File: src/sv/tesp_pkg.sv
`default_nettype none

package tesp_pkg;

    // Byte codes seen by the parser
    localparam logic [7:0] BYTE_ESC   = 8'h1B;
    localparam logic [7:0] BYTE_BEL   = 8'h07;
    localparam logic [7:0] BYTE_ST    = 8'h9C;
    localparam logic [7:0] BYTE_C1CSI = 8'h9B;
    localparam logic [7:0] BYTE_C1OSC = 8'h9D;
    localparam logic [7:0] BYTE_C1DCS = 8'h90;
    localparam logic [7:0] BYTE_C1SOS = 8'h98;
    localparam logic [7:0] BYTE_C1PM  = 8'h9E;
    localparam logic [7:0] BYTE_C1APC = 8'h9F;
    localparam logic [7:0] CH_DCS     = 8'h50; // 'P'
    localparam logic [7:0] CH_SOS     = 8'h58; // 'X'
    localparam logic [7:0] CH_CSI     = 8'h5B; // '['
    localparam logic [7:0] CH_OSC     = 8'h5D; // ']'
    localparam logic [7:0] CH_PM      = 8'h5E; // '^'
    localparam logic [7:0] CH_APC     = 8'h5F; // '_'
    localparam logic [7:0] CH_SAVE    = 8'h37; // '7'
    localparam logic [7:0] CH_RESTORE = 8'h38; // '8'
    localparam logic [7:0] CH_ZERO    = 8'h30;
    localparam logic [7:0] CH_NINE    = 8'h39;
    localparam logic [7:0] CH_SEMI    = 8'h3B;
    localparam logic [7:0] CH_BSLASH  = 8'h5C;
    localparam logic [7:0] CH_SGR     = 8'h6D; // 'm'
    localparam logic [7:0] CH_CUU     = 8'h41;
    localparam logic [7:0] CH_CUD     = 8'h42;
    localparam logic [7:0] CH_CUF     = 8'h43;
    localparam logic [7:0] CH_CUB     = 8'h44;
    localparam logic [7:0] LOW7_MASK  = 8'h7F;
    localparam logic [7:0] CTRL_LIMIT = 8'h20;
    localparam logic [7:0] CSI_TOP    = 8'h40;

    // Result kinds
    localparam logic [2:0] KIND_CHAR   = 3'd0;
    localparam logic [2:0] KIND_FUNC   = 3'd1;
    localparam logic [2:0] KIND_PARAM  = 3'd2;
    localparam logic [2:0] KIND_STRING = 3'd3;
    localparam logic [2:0] KIND_ESCAPE = 3'd4;

    // CSI function codes
    localparam logic [15:0] FN_SGR = 16'd0;
    localparam logic [15:0] FN_CUU = 16'd1;
    localparam logic [15:0] FN_CUD = 16'd2;
    localparam logic [15:0] FN_CUF = 16'd3;
    localparam logic [15:0] FN_CUB = 16'd4;

    // String kinds
    localparam logic [2:0] SK_OSC = 3'd0;
    localparam logic [2:0] SK_DCS = 3'd1;
    localparam logic [2:0] SK_SOS = 3'd2;
    localparam logic [2:0] SK_PM  = 3'd3;
    localparam logic [2:0] SK_APC = 3'd4;

    // Sub-mode codes
    localparam logic [1:0] SUB_IDLE = 2'd0;
    localparam logic [1:0] SUB_BODY = 2'd1;
    localparam logic [1:0] SUB_ESC  = 2'd2;

    localparam logic [15:0] SAT16 = 16'hFFFF;

    // The parameter count field of a command holds parameter counts up to 63.
    localparam int CNT_FIELD_W = 6;
    localparam int FIFO_DEPTH  = 4;

    typedef enum logic [2:0] {
        PM_NORMAL = 3'd0,
        PM_ESCAPE = 3'd1,
        PM_CSI    = 3'd2,
        PM_OSC    = 3'd3,
        PM_DCS    = 3'd4,
        PM_SOS    = 3'd5,
        PM_PM     = 3'd6,
        PM_APC    = 3'd7
    } pm_t;

    typedef enum logic [2:0] {
        OP_CHAR     = 3'd0,
        OP_ESC_PAIR = 3'd1,
        OP_SINGLE   = 3'd2,
        OP_STR_END  = 3'd3,
        OP_CSI      = 3'd4
    } op_t;

    typedef enum logic [1:0] {
        BK_IDLE   = 2'd0,
        BK_SECOND = 2'd1,
        BK_PARAMS = 2'd2
    } bk_state_t;

    typedef struct packed {
        op_t                    op;
        logic [15:0]            data;
        logic [2:0]             skind;
        logic [CNT_FIELD_W-1:0] cnt;
    } cmd_t;

endpackage

`default_nettype wire

File: src/sv/tesp_fifo.sv
`default_nettype none

module tesp_fifo
    import tesp_pkg::*;
(
    input  wire logic clk,
    input  wire logic rst_n,
    input  wire logic push,
    input  wire cmd_t push_cmd,
    input  wire logic pop,
    output cmd_t      head,
    output logic      empty,
    output logic      full
);

    localparam int PTR_W = $clog2(FIFO_DEPTH);
    localparam int CNT_W = $clog2(FIFO_DEPTH + 1);

    cmd_t             mem_reg [FIFO_DEPTH];
    logic [PTR_W-1:0] wr_ptr_reg;
    logic [PTR_W-1:0] wr_ptr_next;
    logic [PTR_W-1:0] rd_ptr_reg;
    logic [PTR_W-1:0] rd_ptr_next;
    logic [CNT_W-1:0] count_reg;
    logic [CNT_W-1:0] count_next;

    assign empty = (count_reg == '0);
    assign full  = (count_reg == CNT_W'(FIFO_DEPTH));
    assign head  = mem_reg[rd_ptr_reg];

    always_comb
    begin
        wr_ptr_next = push ? PTR_W'(wr_ptr_reg + 1'b1) : wr_ptr_reg;
        rd_ptr_next = pop  ? PTR_W'(rd_ptr_reg + 1'b1) : rd_ptr_reg;
        count_next  = count_reg;
        if (push && !pop)
        begin
            count_next = CNT_W'(count_reg + 1'b1);
        end
        else if (pop && !push)
        begin
            count_next = CNT_W'(count_reg - 1'b1);
        end
    end

    always_ff @(posedge clk or negedge rst_n)
    begin
        if (!rst_n)
        begin
            wr_ptr_reg <= '0;
            rd_ptr_reg <= '0;
            count_reg  <= '0;
        end
        else
        begin
            wr_ptr_reg <= wr_ptr_next;
            rd_ptr_reg <= rd_ptr_next;
            count_reg  <= count_next;
        end
    end

    always_ff @(posedge clk)
    begin
        if (push)
        begin
            mem_reg[wr_ptr_reg] <= push_cmd;
        end
    end

endmodule

`default_nettype wire

File: src/sv/tesp_front.sv
`default_nettype none

module tesp_front
    import tesp_pkg::*;
#(
    parameter int MAX_PARAMS = 16,
    parameter int CNT_W      = $clog2(MAX_PARAMS + 1),
    parameter int IDX_W      = (MAX_PARAMS > 1) ? $clog2(MAX_PARAMS) : 1
)
(
    input  wire logic             clk,
    input  wire logic             rst_n,
    input  wire logic             in_valid,
    input  wire logic [7:0]       in_byte,
    output logic                  in_stall,
    input  wire logic             c1_en,
    input  wire logic             q_full,
    input  wire logic             csi_done,
    output logic                  q_push,
    output cmd_t                  q_cmd,
    output logic                  st_we,
    output logic [IDX_W-1:0]      st_addr,
    output logic [15:0]           st_data
);

    pm_t              mode_reg;
    pm_t              mode_next;
    logic [1:0]       sub_reg;
    logic [1:0]       sub_next;
    logic [15:0]      acc_reg;
    logic [15:0]      acc_next;
    logic [23:0]      type_reg;
    logic [23:0]      type_next;
    logic [CNT_W-1:0] cnt_reg;
    logic [CNT_W-1:0] cnt_next;
    logic             pend_reg;
    logic             pend_next;

    logic             accept;
    logic             is_digit;
    logic             in_csi_range;
    logic             is_osc;
    logic [20:0]      acc_wide;
    logic [15:0]      acc_sat;
    logic             room;
    logic             str_end;
    logic             str_acc_upd;
    logic [1:0]       str_sub;
    logic             str_stop;
    logic [CNT_W-1:0] cnt_fin;
    logic             fn_hit;
    logic [15:0]      fn_code;
    logic [2:0]       sk_code;
    logic             pend_set;

    assign in_stall     = q_full || pend_reg;
    assign accept       = in_valid && !in_stall;
    assign is_digit     = (in_byte >= CH_ZERO) && (in_byte <= CH_NINE);
    assign in_csi_range = (in_byte >= CTRL_LIMIT) && (in_byte < CSI_TOP);
    assign is_osc       = (mode_reg == PM_OSC);
    assign room         = (cnt_reg < CNT_W'(MAX_PARAMS));

    // Decimal accumulate: acc * 10 + digit, saturating at the 16-bit limit.
    assign acc_wide = ({5'b0, acc_reg} << 3) + ({5'b0, acc_reg} << 1)
                    + {13'b0, in_byte - CH_ZERO};
    assign acc_sat  = (|acc_wide[20:16]) ? SAT16 : acc_wide[15:0];

    // Byte classification inside control strings.
    always_comb
    begin
        str_end     = 1'b0;
        str_acc_upd = 1'b0;
        str_sub     = sub_reg;
        str_stop    = 1'b0;
        if (is_osc && sub_reg == SUB_IDLE)
        begin
            if (is_digit)
            begin
                str_acc_upd = 1'b1;
                str_stop    = 1'b1;
            end
            else
            begin
                str_sub = SUB_BODY;
                if (in_byte == CH_SEMI)
                begin
                    str_stop = 1'b1;
                end
            end
        end
        if (!str_stop && str_sub == SUB_ESC)
        begin
            if (in_byte == CH_BSLASH)
            begin
                str_end  = 1'b1;
                str_stop = 1'b1;
            end
            else
            begin
                str_sub = is_osc ? SUB_BODY : SUB_IDLE;
            end
        end
        if (!str_stop)
        begin
            priority if (in_byte == BYTE_ST && c1_en)
            begin
                str_end = 1'b1;
            end
            else if (is_osc && in_byte == BYTE_BEL)
            begin
                str_end = 1'b1;
            end
            else if (in_byte == BYTE_ESC)
            begin
                str_sub = SUB_ESC;
            end
            else
            begin
                str_sub = str_sub;
            end
        end
    end

    // CSI final byte decode; only a final with no intermediates matches.
    always_comb
    begin
        fn_hit  = (type_reg == '0);
        fn_code = FN_SGR;
        priority if (in_byte == CH_SGR)
        begin
            fn_code = FN_SGR;
        end
        else if (in_byte == CH_CUU)
        begin
            fn_code = FN_CUU;
        end
        else if (in_byte == CH_CUD)
        begin
            fn_code = FN_CUD;
        end
        else if (in_byte == CH_CUF)
        begin
            fn_code = FN_CUF;
        end
        else if (in_byte == CH_CUB)
        begin
            fn_code = FN_CUB;
        end
        else
        begin
            fn_hit = 1'b0;
        end
    end

    always_comb
    begin
        unique case (mode_reg)
            PM_OSC:  sk_code = SK_OSC;
            PM_DCS:  sk_code = SK_DCS;
            PM_SOS:  sk_code = SK_SOS;
            PM_PM:   sk_code = SK_PM;
            PM_APC:  sk_code = SK_APC;
            default: sk_code = SK_OSC;
        endcase
    end

    // Next parse mode.
    always_comb
    begin
        mode_next = mode_reg;
        if (accept)
        begin
            unique case (mode_reg)
                PM_NORMAL:
                begin
                    priority if ((in_byte & LOW7_MASK) >= CTRL_LIMIT)
                    begin
                        mode_next = PM_NORMAL;
                    end
                    else if (in_byte == BYTE_ESC)
                    begin
                        mode_next = PM_ESCAPE;
                    end
                    else if (c1_en && in_byte == BYTE_C1CSI)
                    begin
                        mode_next = PM_CSI;
                    end
                    else if (c1_en && in_byte == BYTE_C1OSC)
                    begin
                        mode_next = PM_OSC;
                    end
                    else if (c1_en && in_byte == BYTE_C1DCS)
                    begin
                        mode_next = PM_DCS;
                    end
                    else if (c1_en && in_byte == BYTE_C1SOS)
                    begin
                        mode_next = PM_SOS;
                    end
                    else if (c1_en && in_byte == BYTE_C1PM)
                    begin
                        mode_next = PM_PM;
                    end
                    else if (c1_en && in_byte == BYTE_C1APC)
                    begin
                        mode_next = PM_APC;
                    end
                    else
                    begin
                        mode_next = PM_NORMAL;
                    end
                end
                PM_ESCAPE:
                begin
                    priority if (in_byte == CH_DCS)
                    begin
                        mode_next = PM_DCS;
                    end
                    else if (in_byte == CH_SOS)
                    begin
                        mode_next = PM_SOS;
                    end
                    else if (in_byte == CH_CSI)
                    begin
                        mode_next = PM_CSI;
                    end
                    else if (in_byte == CH_OSC)
                    begin
                        mode_next = PM_OSC;
                    end
                    else if (in_byte == CH_PM)
                    begin
                        mode_next = PM_PM;
                    end
                    else if (in_byte == CH_APC)
                    begin
                        mode_next = PM_APC;
                    end
                    else
                    begin
                        mode_next = PM_NORMAL;
                    end
                end
                PM_CSI:
                begin
                    mode_next = in_csi_range ? PM_CSI : PM_NORMAL;
                end
                default:
                begin
                    mode_next = str_end ? PM_NORMAL : mode_reg;
                end
            endcase
        end
    end

    // Sequence registers and commands to the back end.
    always_comb
    begin
        sub_next       = sub_reg;
        acc_next       = acc_reg;
        type_next      = type_reg;
        cnt_next       = cnt_reg;
        q_push         = 1'b0;
        q_cmd.op       = OP_CHAR;
        q_cmd.data     = {8'b0, in_byte};
        q_cmd.skind    = SK_OSC;
        q_cmd.cnt      = '0;
        st_we          = 1'b0;
        st_addr        = cnt_reg[IDX_W-1:0];
        st_data        = acc_reg;
        cnt_fin        = cnt_reg;
        pend_set       = 1'b0;
        if (accept)
        begin
            unique case (mode_reg)
                PM_NORMAL:
                begin
                    if ((in_byte & LOW7_MASK) >= CTRL_LIMIT || mode_next == PM_NORMAL)
                    begin
                        q_push = 1'b1;
                    end
                end
                PM_ESCAPE:
                begin
                    if (mode_next == PM_NORMAL)
                    begin
                        q_push = 1'b1;
                        if (in_byte == CH_SAVE || in_byte == CH_RESTORE)
                        begin
                            q_cmd.op   = OP_SINGLE;
                            q_cmd.data = {8'b0, in_byte - CH_ZERO};
                        end
                        else
                        begin
                            q_cmd.op = OP_ESC_PAIR;
                        end
                    end
                end
                PM_CSI:
                begin
                    if (in_csi_range)
                    begin
                        if (is_digit)
                        begin
                            acc_next = acc_sat;
                            sub_next = SUB_BODY;
                        end
                        else if (in_byte == CH_SEMI)
                        begin
                            if (sub_reg != SUB_IDLE)
                            begin
                                st_we    = room;
                                cnt_next = room ? CNT_W'(cnt_reg + 1'b1) : cnt_reg;
                                acc_next = '0;
                                sub_next = SUB_IDLE;
                            end
                        end
                        else
                        begin
                            type_next = {type_reg[15:0], in_byte};
                        end
                    end
                    else
                    begin
                        if (sub_reg != SUB_IDLE)
                        begin
                            st_we   = room;
                            cnt_fin = room ? CNT_W'(cnt_reg + 1'b1) : cnt_reg;
                        end
                        if (fn_hit)
                        begin
                            q_push     = 1'b1;
                            q_cmd.op   = OP_CSI;
                            q_cmd.data = fn_code;
                            q_cmd.cnt  = CNT_FIELD_W'(cnt_fin);
                            pend_set   = (cnt_fin != '0);
                        end
                        sub_next  = SUB_IDLE;
                        acc_next  = '0;
                        type_next = '0;
                        cnt_next  = '0;
                    end
                end
                default:
                begin
                    if (str_end)
                    begin
                        q_push      = 1'b1;
                        q_cmd.op    = OP_STR_END;
                        q_cmd.data  = is_osc ? acc_reg : 16'd0;
                        q_cmd.skind = sk_code;
                        sub_next    = SUB_IDLE;
                        acc_next    = '0;
                        type_next   = '0;
                        cnt_next    = '0;
                    end
                    else
                    begin
                        sub_next = str_sub;
                        if (str_acc_upd)
                        begin
                            acc_next = acc_sat;
                        end
                    end
                end
            endcase
        end
        // The back end reads the stored parameters until its dispatch completes.
        pend_next = pend_set || (pend_reg && !csi_done);
    end

    always_ff @(posedge clk or negedge rst_n)
    begin
        if (!rst_n)
        begin
            mode_reg <= PM_NORMAL;
            sub_reg  <= SUB_IDLE;
            acc_reg  <= '0;
            type_reg <= '0;
            cnt_reg  <= '0;
            pend_reg <= 1'b0;
        end
        else
        begin
            mode_reg <= mode_next;
            sub_reg  <= sub_next;
            acc_reg  <= acc_next;
            type_reg <= type_next;
            cnt_reg  <= cnt_next;
            pend_reg <= pend_next;
        end
    end

endmodule

`default_nettype wire

File: src/sv/tesp_back.sv
`default_nettype none

module tesp_back
    import tesp_pkg::*;
#(
    parameter int MAX_PARAMS = 16,
    parameter int IDX_W      = (MAX_PARAMS > 1) ? $clog2(MAX_PARAMS) : 1
)
(
    input  wire logic             clk,
    input  wire logic             rst_n,
    input  wire cmd_t             q_head,
    input  wire logic             q_empty,
    output logic                  q_pop,
    output logic                  csi_done,
    input  wire logic             st_we,
    input  wire logic [IDX_W-1:0] st_addr,
    input  wire logic [15:0]      st_data,
    output logic                  out_valid,
    input  wire logic             out_stall,
    output logic [2:0]            kind,
    output logic [15:0]           data,
    output logic [2:0]            string_kind,
    output logic                  last
);

    logic [15:0]            store_reg [MAX_PARAMS];
    bk_state_t              state_reg;
    bk_state_t              state_next;
    logic [15:0]            hold_data_reg;
    logic [CNT_FIELD_W-1:0] hold_cnt_reg;
    logic [CNT_FIELD_W-1:0] idx_reg;
    logic [CNT_FIELD_W-1:0] idx_next;

    logic                   out_valid_reg;
    logic [2:0]             kind_reg;
    logic [15:0]            data_reg;
    logic [2:0]             skind_reg;
    logic                   last_reg;

    logic                   out_free;
    logic                   res_valid;
    logic [2:0]             res_kind;
    logic [15:0]            res_data;
    logic [2:0]             res_skind;
    logic                   res_last;
    logic                   param_last;

    assign out_valid   = out_valid_reg;
    assign kind        = kind_reg;
    assign data        = data_reg;
    assign string_kind = skind_reg;
    assign last        = last_reg;

    assign out_free   = !out_valid_reg || !out_stall;
    assign idx_next   = CNT_FIELD_W'(idx_reg + 1'b1);
    assign param_last = (idx_next == hold_cnt_reg);

    always_comb
    begin
        state_next = state_reg;
        unique case (state_reg)
            BK_IDLE:
            begin
                if (q_pop && q_head.op == OP_ESC_PAIR)
                begin
                    state_next = BK_SECOND;
                end
                else if (q_pop && q_head.op == OP_CSI && q_head.cnt != '0)
                begin
                    state_next = BK_PARAMS;
                end
            end
            BK_SECOND:
            begin
                if (out_free)
                begin
                    state_next = BK_IDLE;
                end
            end
            BK_PARAMS:
            begin
                if (out_free && param_last)
                begin
                    state_next = BK_IDLE;
                end
            end
            default:
            begin
                state_next = BK_IDLE;
            end
        endcase
    end

    always_comb
    begin
        q_pop     = 1'b0;
        csi_done  = 1'b0;
        res_valid = 1'b0;
        res_kind  = KIND_CHAR;
        res_data  = q_head.data;
        res_skind = SK_OSC;
        res_last  = 1'b1;
        unique case (state_reg)
            BK_IDLE:
            begin
                if (!q_empty && out_free)
                begin
                    q_pop     = 1'b1;
                    res_valid = 1'b1;
                    unique case (q_head.op)
                        OP_CHAR:
                        begin
                            res_kind = KIND_CHAR;
                        end
                        OP_ESC_PAIR:
                        begin
                            res_kind = KIND_CHAR;
                            res_data = {8'b0, BYTE_ESC};
                            res_last = 1'b0;
                        end
                        OP_SINGLE:
                        begin
                            res_kind = KIND_ESCAPE;
                        end
                        OP_STR_END:
                        begin
                            res_kind  = KIND_STRING;
                            res_skind = q_head.skind;
                        end
                        OP_CSI:
                        begin
                            res_kind = KIND_FUNC;
                            res_last = (q_head.cnt == '0);
                        end
                        default:
                        begin
                            res_kind = KIND_CHAR;
                        end
                    endcase
                end
            end
            BK_SECOND:
            begin
                if (out_free)
                begin
                    res_valid = 1'b1;
                    res_kind  = KIND_CHAR;
                    res_data  = hold_data_reg;
                end
            end
            BK_PARAMS:
            begin
                if (out_free)
                begin
                    res_valid = 1'b1;
                    res_kind  = KIND_PARAM;
                    res_data  = store_reg[idx_reg[IDX_W-1:0]];
                    res_last  = param_last;
                    csi_done  = param_last;
                end
            end
            default:
            begin
                res_valid = 1'b0;
            end
        endcase
    end

    always_ff @(posedge clk or negedge rst_n)
    begin
        if (!rst_n)
        begin
            state_reg     <= BK_IDLE;
            out_valid_reg <= 1'b0;
        end
        else
        begin
            state_reg <= state_next;
            if (out_free)
            begin
                out_valid_reg <= res_valid;
            end
        end
    end

    always_ff @(posedge clk)
    begin
        if (st_we)
        begin
            store_reg[st_addr] <= st_data;
        end
        if (q_pop)
        begin
            hold_data_reg <= q_head.data;
            hold_cnt_reg  <= q_head.cnt;
            idx_reg       <= '0;
        end
        else if (state_reg == BK_PARAMS && out_free)
        begin
            idx_reg <= idx_next;
        end
        if (out_free && res_valid)
        begin
            kind_reg  <= res_kind;
            data_reg  <= res_data;
            skind_reg <= res_skind;
            last_reg  <= res_last;
        end
    end

endmodule

`default_nettype wire

File: src/sv/terminal_escape_sequence_parser.sv
`default_nettype none

// Channel   Handshake               Payload
// input     in_valid / in_stall     in_byte
// output    out_valid / out_stall   kind, data, string_kind, last
// config    cfg_wr_en               cfg_wr_data (c1_enable)
//
// A request is taken every cycle while the command queue has room and no CSI
// dispatch is pending; a byte that yields one result sustains one per cycle
// unless the output stalls, and an ESC pair yields ESC, then its second byte.
// A recognised CSI final yields a function result and one result per stored
// parameter, while the input stalls as the back end reads the store. Reset
// clears all sequence state and the queue; the parameter store is not cleared.

module terminal_escape_sequence_parser
    import tesp_pkg::*;
#(
    parameter int MAX_PARAMS = 16
)
(
    input  wire logic        clk,
    input  wire logic        rst_n,
    input  wire logic        cfg_wr_en,
    input  wire logic        cfg_wr_data,
    input  wire logic        in_valid,
    output logic             in_stall,
    input  wire logic [7:0]  in_byte,
    output logic             out_valid,
    input  wire logic        out_stall,
    output logic [2:0]       kind,
    output logic [15:0]      data,
    output logic [2:0]       string_kind,
    output logic             last
);

    localparam int IDX_W = (MAX_PARAMS > 1) ? $clog2(MAX_PARAMS) : 1;
    localparam int CNT_W = $clog2(MAX_PARAMS + 1);

    logic             c1_en_reg;
    logic             q_push;
    cmd_t             q_cmd;
    logic             q_pop;
    cmd_t             q_head;
    logic             q_empty;
    logic             q_full;
    logic             csi_done;
    logic             st_we;
    logic [IDX_W-1:0] st_addr;
    logic [15:0]      st_data;

    always_ff @(posedge clk or negedge rst_n)
    begin
        if (!rst_n)
        begin
            c1_en_reg <= 1'b0;
        end
        else if (cfg_wr_en)
        begin
            c1_en_reg <= cfg_wr_data;
        end
    end

    tesp_front #(
        .MAX_PARAMS (MAX_PARAMS),
        .CNT_W      (CNT_W),
        .IDX_W      (IDX_W)
    ) u_front (
        .clk      (clk),
        .rst_n    (rst_n),
        .in_valid (in_valid),
        .in_byte  (in_byte),
        .in_stall (in_stall),
        .c1_en    (c1_en_reg),
        .q_full   (q_full),
        .csi_done (csi_done),
        .q_push   (q_push),
        .q_cmd    (q_cmd),
        .st_we    (st_we),
        .st_addr  (st_addr),
        .st_data  (st_data)
    );

    tesp_fifo u_fifo (
        .clk      (clk),
        .rst_n    (rst_n),
        .push     (q_push),
        .push_cmd (q_cmd),
        .pop      (q_pop),
        .head     (q_head),
        .empty    (q_empty),
        .full     (q_full)
    );

    tesp_back #(
        .MAX_PARAMS (MAX_PARAMS),
        .IDX_W      (IDX_W)
    ) u_back (
        .clk         (clk),
        .rst_n       (rst_n),
        .q_head      (q_head),
        .q_empty     (q_empty),
        .q_pop       (q_pop),
        .csi_done    (csi_done),
        .st_we       (st_we),
        .st_addr     (st_addr),
        .st_data     (st_data),
        .out_valid   (out_valid),
        .out_stall   (out_stall),
        .kind        (kind),
        .data        (data),
        .string_kind (string_kind),
        .last        (last)
    );

endmodule

`default_nettype wire
File: config.mk
export PLATFORM = sky130hd
export DESIGN_NAME = terminal_escape_sequence_parser
export DESIGN_NICKNAME = d
export VERILOG_FILES = /design/src/sv/tesp_pkg.sv /design/src/sv/tesp_fifo.sv /design/src/sv/tesp_front.sv /design/src/sv/tesp_back.sv /design/src/sv/terminal_escape_sequence_parser.sv
export SDC_FILE = /design/constraint.sdc
export NUM_CORES = 1
export LEC_CHECK = 0
export BUFFER_PORTS_ARGS = -buffer_cell sky130_fd_sc_hd__buf_2
export CORE_MARGIN = 3
export CORE_UTILIZATION = 50
export CTS_CLUSTER_SIZE = 25
export DETAILED_ROUTE_END_ITERATION = 10
export PLACE_DENSITY = 0.75
export SLEW_MARGIN = 20
export SYNTH_ARGS = -nofsm -noshare
export SYNTH_HDL_FRONTEND = slang
export SYNTH_HIERARCHICAL = 1
export SYNTH_SLANG_ARGS = --single-unit
File: constraint.sdc
create_clock -name clk -period 8.2 [get_ports clk]
set_input_delay 0.82 -clock clk [delete_from_list [all_inputs] [get_ports clk]]
set_output_delay 0.82 -clock clk [all_outputs]
set_load 0.02 [all_outputs]
==> metrics.json <==
{
  "design.core.area_um2": 41300,
  "synth_cells": 1327,
  "p_per_area_nw_per_um2": 202,
  "cts_inserted_buffers": 48,
  "cts_sinks": 485,
  "gp_routability_congestion": 0.859,
  "post_drt_wl_per_cell_um": 24.0,
  "final.min_clock_period_ns": 4.64,
  "grt_use_total_pct": 21.2,
  "ctsHtreeMaxLevel": 2,
  "gr-total-overflow": 0,
  "ys_seq_elements": 485,
  "ioPinCount": 39,
  "maximum_resistive_drop_on_vdd_mv": 0.167,
  "status": "completed",
  "timing.critical_path.to_type": "register",
  "postSynth.asyncResetShare_pct": 12.8,
  "netlist_area_um2": 21200,
  "die-area_um2": 44800,
  "grt_pass1_wl_um": 72000,
  "die_width_um": 212,
  "floorplan.rows": 74,
  "critical_path_required_ns": 8.71,
  "ctsResizeCount": 0,
  "timing.fmax_mhz": 216,
  "timing.setup.tns_ns": 0,
  "route.final.wire_length_um": 46700,
  "ctsLongestPathBuffers": 3,
  "grt_antenna_before_repair": 0,
  "rsz0062_at_grt": "false",
  "nNetsFinal": 1440,
  "final.period_utilization_pct": 56.5,
  "post_detailed_route_via_to_cell_ratio": 6.23,
  "drc": 0,
  "synth_edf_count": 413,
  "power.leakage_nw": 8.29,
  "r2r-start": "u_front/mode_reg[1]$_DFF_PN0_",
  "cts_setup_buffers": 0,
  "setup.worst_path.start_class": "register",
  "drt_pass1_iterations": 5,
  "num_vias": 12139,
  "detailedPlacementHpwl_um": 29900,
  "yosys.area.top_type_share_pct": 58.6,
  "multi_input_comb_area_um2": 6570,
  "cts.clk_slew.worst_paths_ns": 0.06,
  "crit_start": "u_front/mode_reg[1]$_DFF_PN0_",
  "cts.root.buffer_cell": "clkbuf_16",
  "timing.slew.headroom_pct": 33.5,
  "area_growth_pct": 10.6,
  "syn-num-nets": 1390,
  "antenna_cells": 0,
  "cts_hold_buf": 0,
  "grt_start_max_net_pins": 65,
  "yosys_warnings": 6,
  "clk_latency_ns": 0.60,
  "library_cell_occupying_the_most_area_in_the_post_synthesis_netlist": "edfxtp_1",
  "synth_cell_type_count": 86,
  "dominantRegCellSynth": "edfxtp_1",
  "place.port_buffers": 38,
  "vias_in_the_first_global_route": 11920,
  "largest_reg_flops": 256,
  "drv_slew": 0,
  "worstHoldPathType": "in2async",
  "ff_latch_area_um2": 14200,
  "syn_area_per_cell_um2": 15.9,
  "cts_tree": "built",
  "dieHeight_um": 212,
  "timing.clock.skew_ns": 0.0375,
  "final.fill_count": 3111,
  "layout-drive-gt1-share_pct": 19.9,
  "hold_ws_ns": 0.410,
  "ys_top_cells_by_area": "edfxtp_1 (59%), mux4_2 (9.8%), dfrtp_1 (7.3%)",
  "detail-route-antenna-nets": 0,
  "max_cap_violations": 0,
  "final_setup_fails": 0,
  "initial_utilization_pct": 51.2,
  "worstPathArrival_ns": 5.14,
  "tightestPinTransition_ns": 0.998,
  "drtIter0Drc": 1201,
  "path_class": "reg2reg",
  "synth_seq_area_share_pct": 66.9,
  "timing_hold_violations_final": 0,
  "maximum_net_fanout_on_the_critical_path": 20
}
==> power breakdown <==
part | internal (mW) | leakage (nW) | switching [mW]
logic | 0.0150 | 2.50 | 0.0333
clock network | 1.12 | 0.720 | 0.903
registers | 2.64 | 5.08 | 0.000294
==> critical path: stages, from the launching register on <==
cell and delay, ns:
dfrtp_1 0.75, nand3b_1 0.31, or4_4 0.58, a221o_1 0.42
a31o_1 0.25, and3b_2 0.25, nor2_1 0.05, o31ai_1 0.70
ha_1 0.32, inv_1 0.07, fa_1 0.42, xor2_1 0.17
nor2_1 0.11, xor2_1 0.15
==> cell families (layout without fill, tap and decap cells) <==
| family | count (synthesis) | count (layout) | synth area share, % |
|---|---|---|---|
| compound gates | 250 | 250 | 8.54 |
| fa+ha+maj | 50 | 50 | 3.19 |
| simple gates | 301 | 301 | 7.10 |
| buf+inv | 98 | 186 | 2.23 |
| other cells | 1 | 1 | 0.0177 |
| flops | 485 | 485 | 66.9 |
| mux | 106 | 106 | 10.5 |
| xor+xnor | 36 | 36 | 1.49 |
==> cells in the mapped netlist, drive strengths merged, types with 12 or more instances <==
master,number
ha,42
edfxtp,413
nand2,93
nand3,24
inv,26
xnor2,18
mux4,92
nor4,12
a211o,14
o21ai,47
nor3,16
a21oi,48
nor2,73
a22oi,45
and2,21
clkbuf,42
xor2,18
buf,30
dfrtp,62
mux2,13
o221a,16
==> cells in the final DEF, fill, tap and decap left out, types with 12 or more instances in the layout <==
cell type,count
buf_2,38
nand2_1,92
xor2_1,18
edfxtp_1,413
a211o_1,13
nand3_1,24
clkinv_1,12
mux2_2,12
dfrtp_1,61
mux4_2,92
inv_1,26
nor4_1,12
nor2_1,73
and2_1,20
xnor2_1,18
buf_4,34
o21ai_0,46
ha_1,42
a21oi_1,47
clkbuf_16,48
a22oi_1,45
==> through the flow <==
stage | total power [mW] | util (%) | cell area, um^2 | std cells | setup WS (ns)
finish | 4.72 | 56.7 | 23400 | 1947 | 3.56
global route | 4.86 | 56.7 | 23400 | 1947 | 3.20
CTS | 4.76 | 56.7 | 23400 | 1947 | 3.55
detailed placement | 2.74 | 53.1 | 21900 | 1859 | 3.12
global placement | 2.74 | 53.1 | 21900 | 1859 | 3.16
floorplan | 2.72 | - | 21200 | 1327 | 3.67
==> area by class of cell <==
cell class / instances / area share, %
sequential: 485 / 60.5
timing repair buffer: 72 / 1.90
inverter: 26 / 0.417
clock inverter: 25 / 0.722
multi-input combinational: 744 / 28.1
tap: 532 / 2.84
clock buffer: 63 / 5.54
==> layer usage <==
layer  routed length [um]  track usage [%]  part of all wire [%]  vias up
met4                 1380             7.09                   2.9        0
met2                22400             33.2                    48      517
met3                 3600             4.46                   7.7       89
met1                19300             30.1                    41     6164
li1                     -                -                     -     5369
met5                    0                0                     0        -
==> final timing paths <==
path	end	slack [ns]	cells past startpoint
min reg2reg	u_front/type_reg[18]$_DFFE_PN0P_	0.49	2
max	u_fifo/count_reg[2]$_DFFE_PN0P_	3.56	13
max in group asynchronous	u_fifo/rd_ptr_reg[0]$_DFFE_PN0P_	7.13	2
max reg2reg	u_fifo/count_reg[2]$_DFFE_PN0P_	3.56	13
min	u_front/type_reg[6]$_DFFE_PN0P_	0.41	2
min in group clk	c1_en_reg$_DFFE_PN0P_	0.46	2
(Power assumes the default switching activity.)
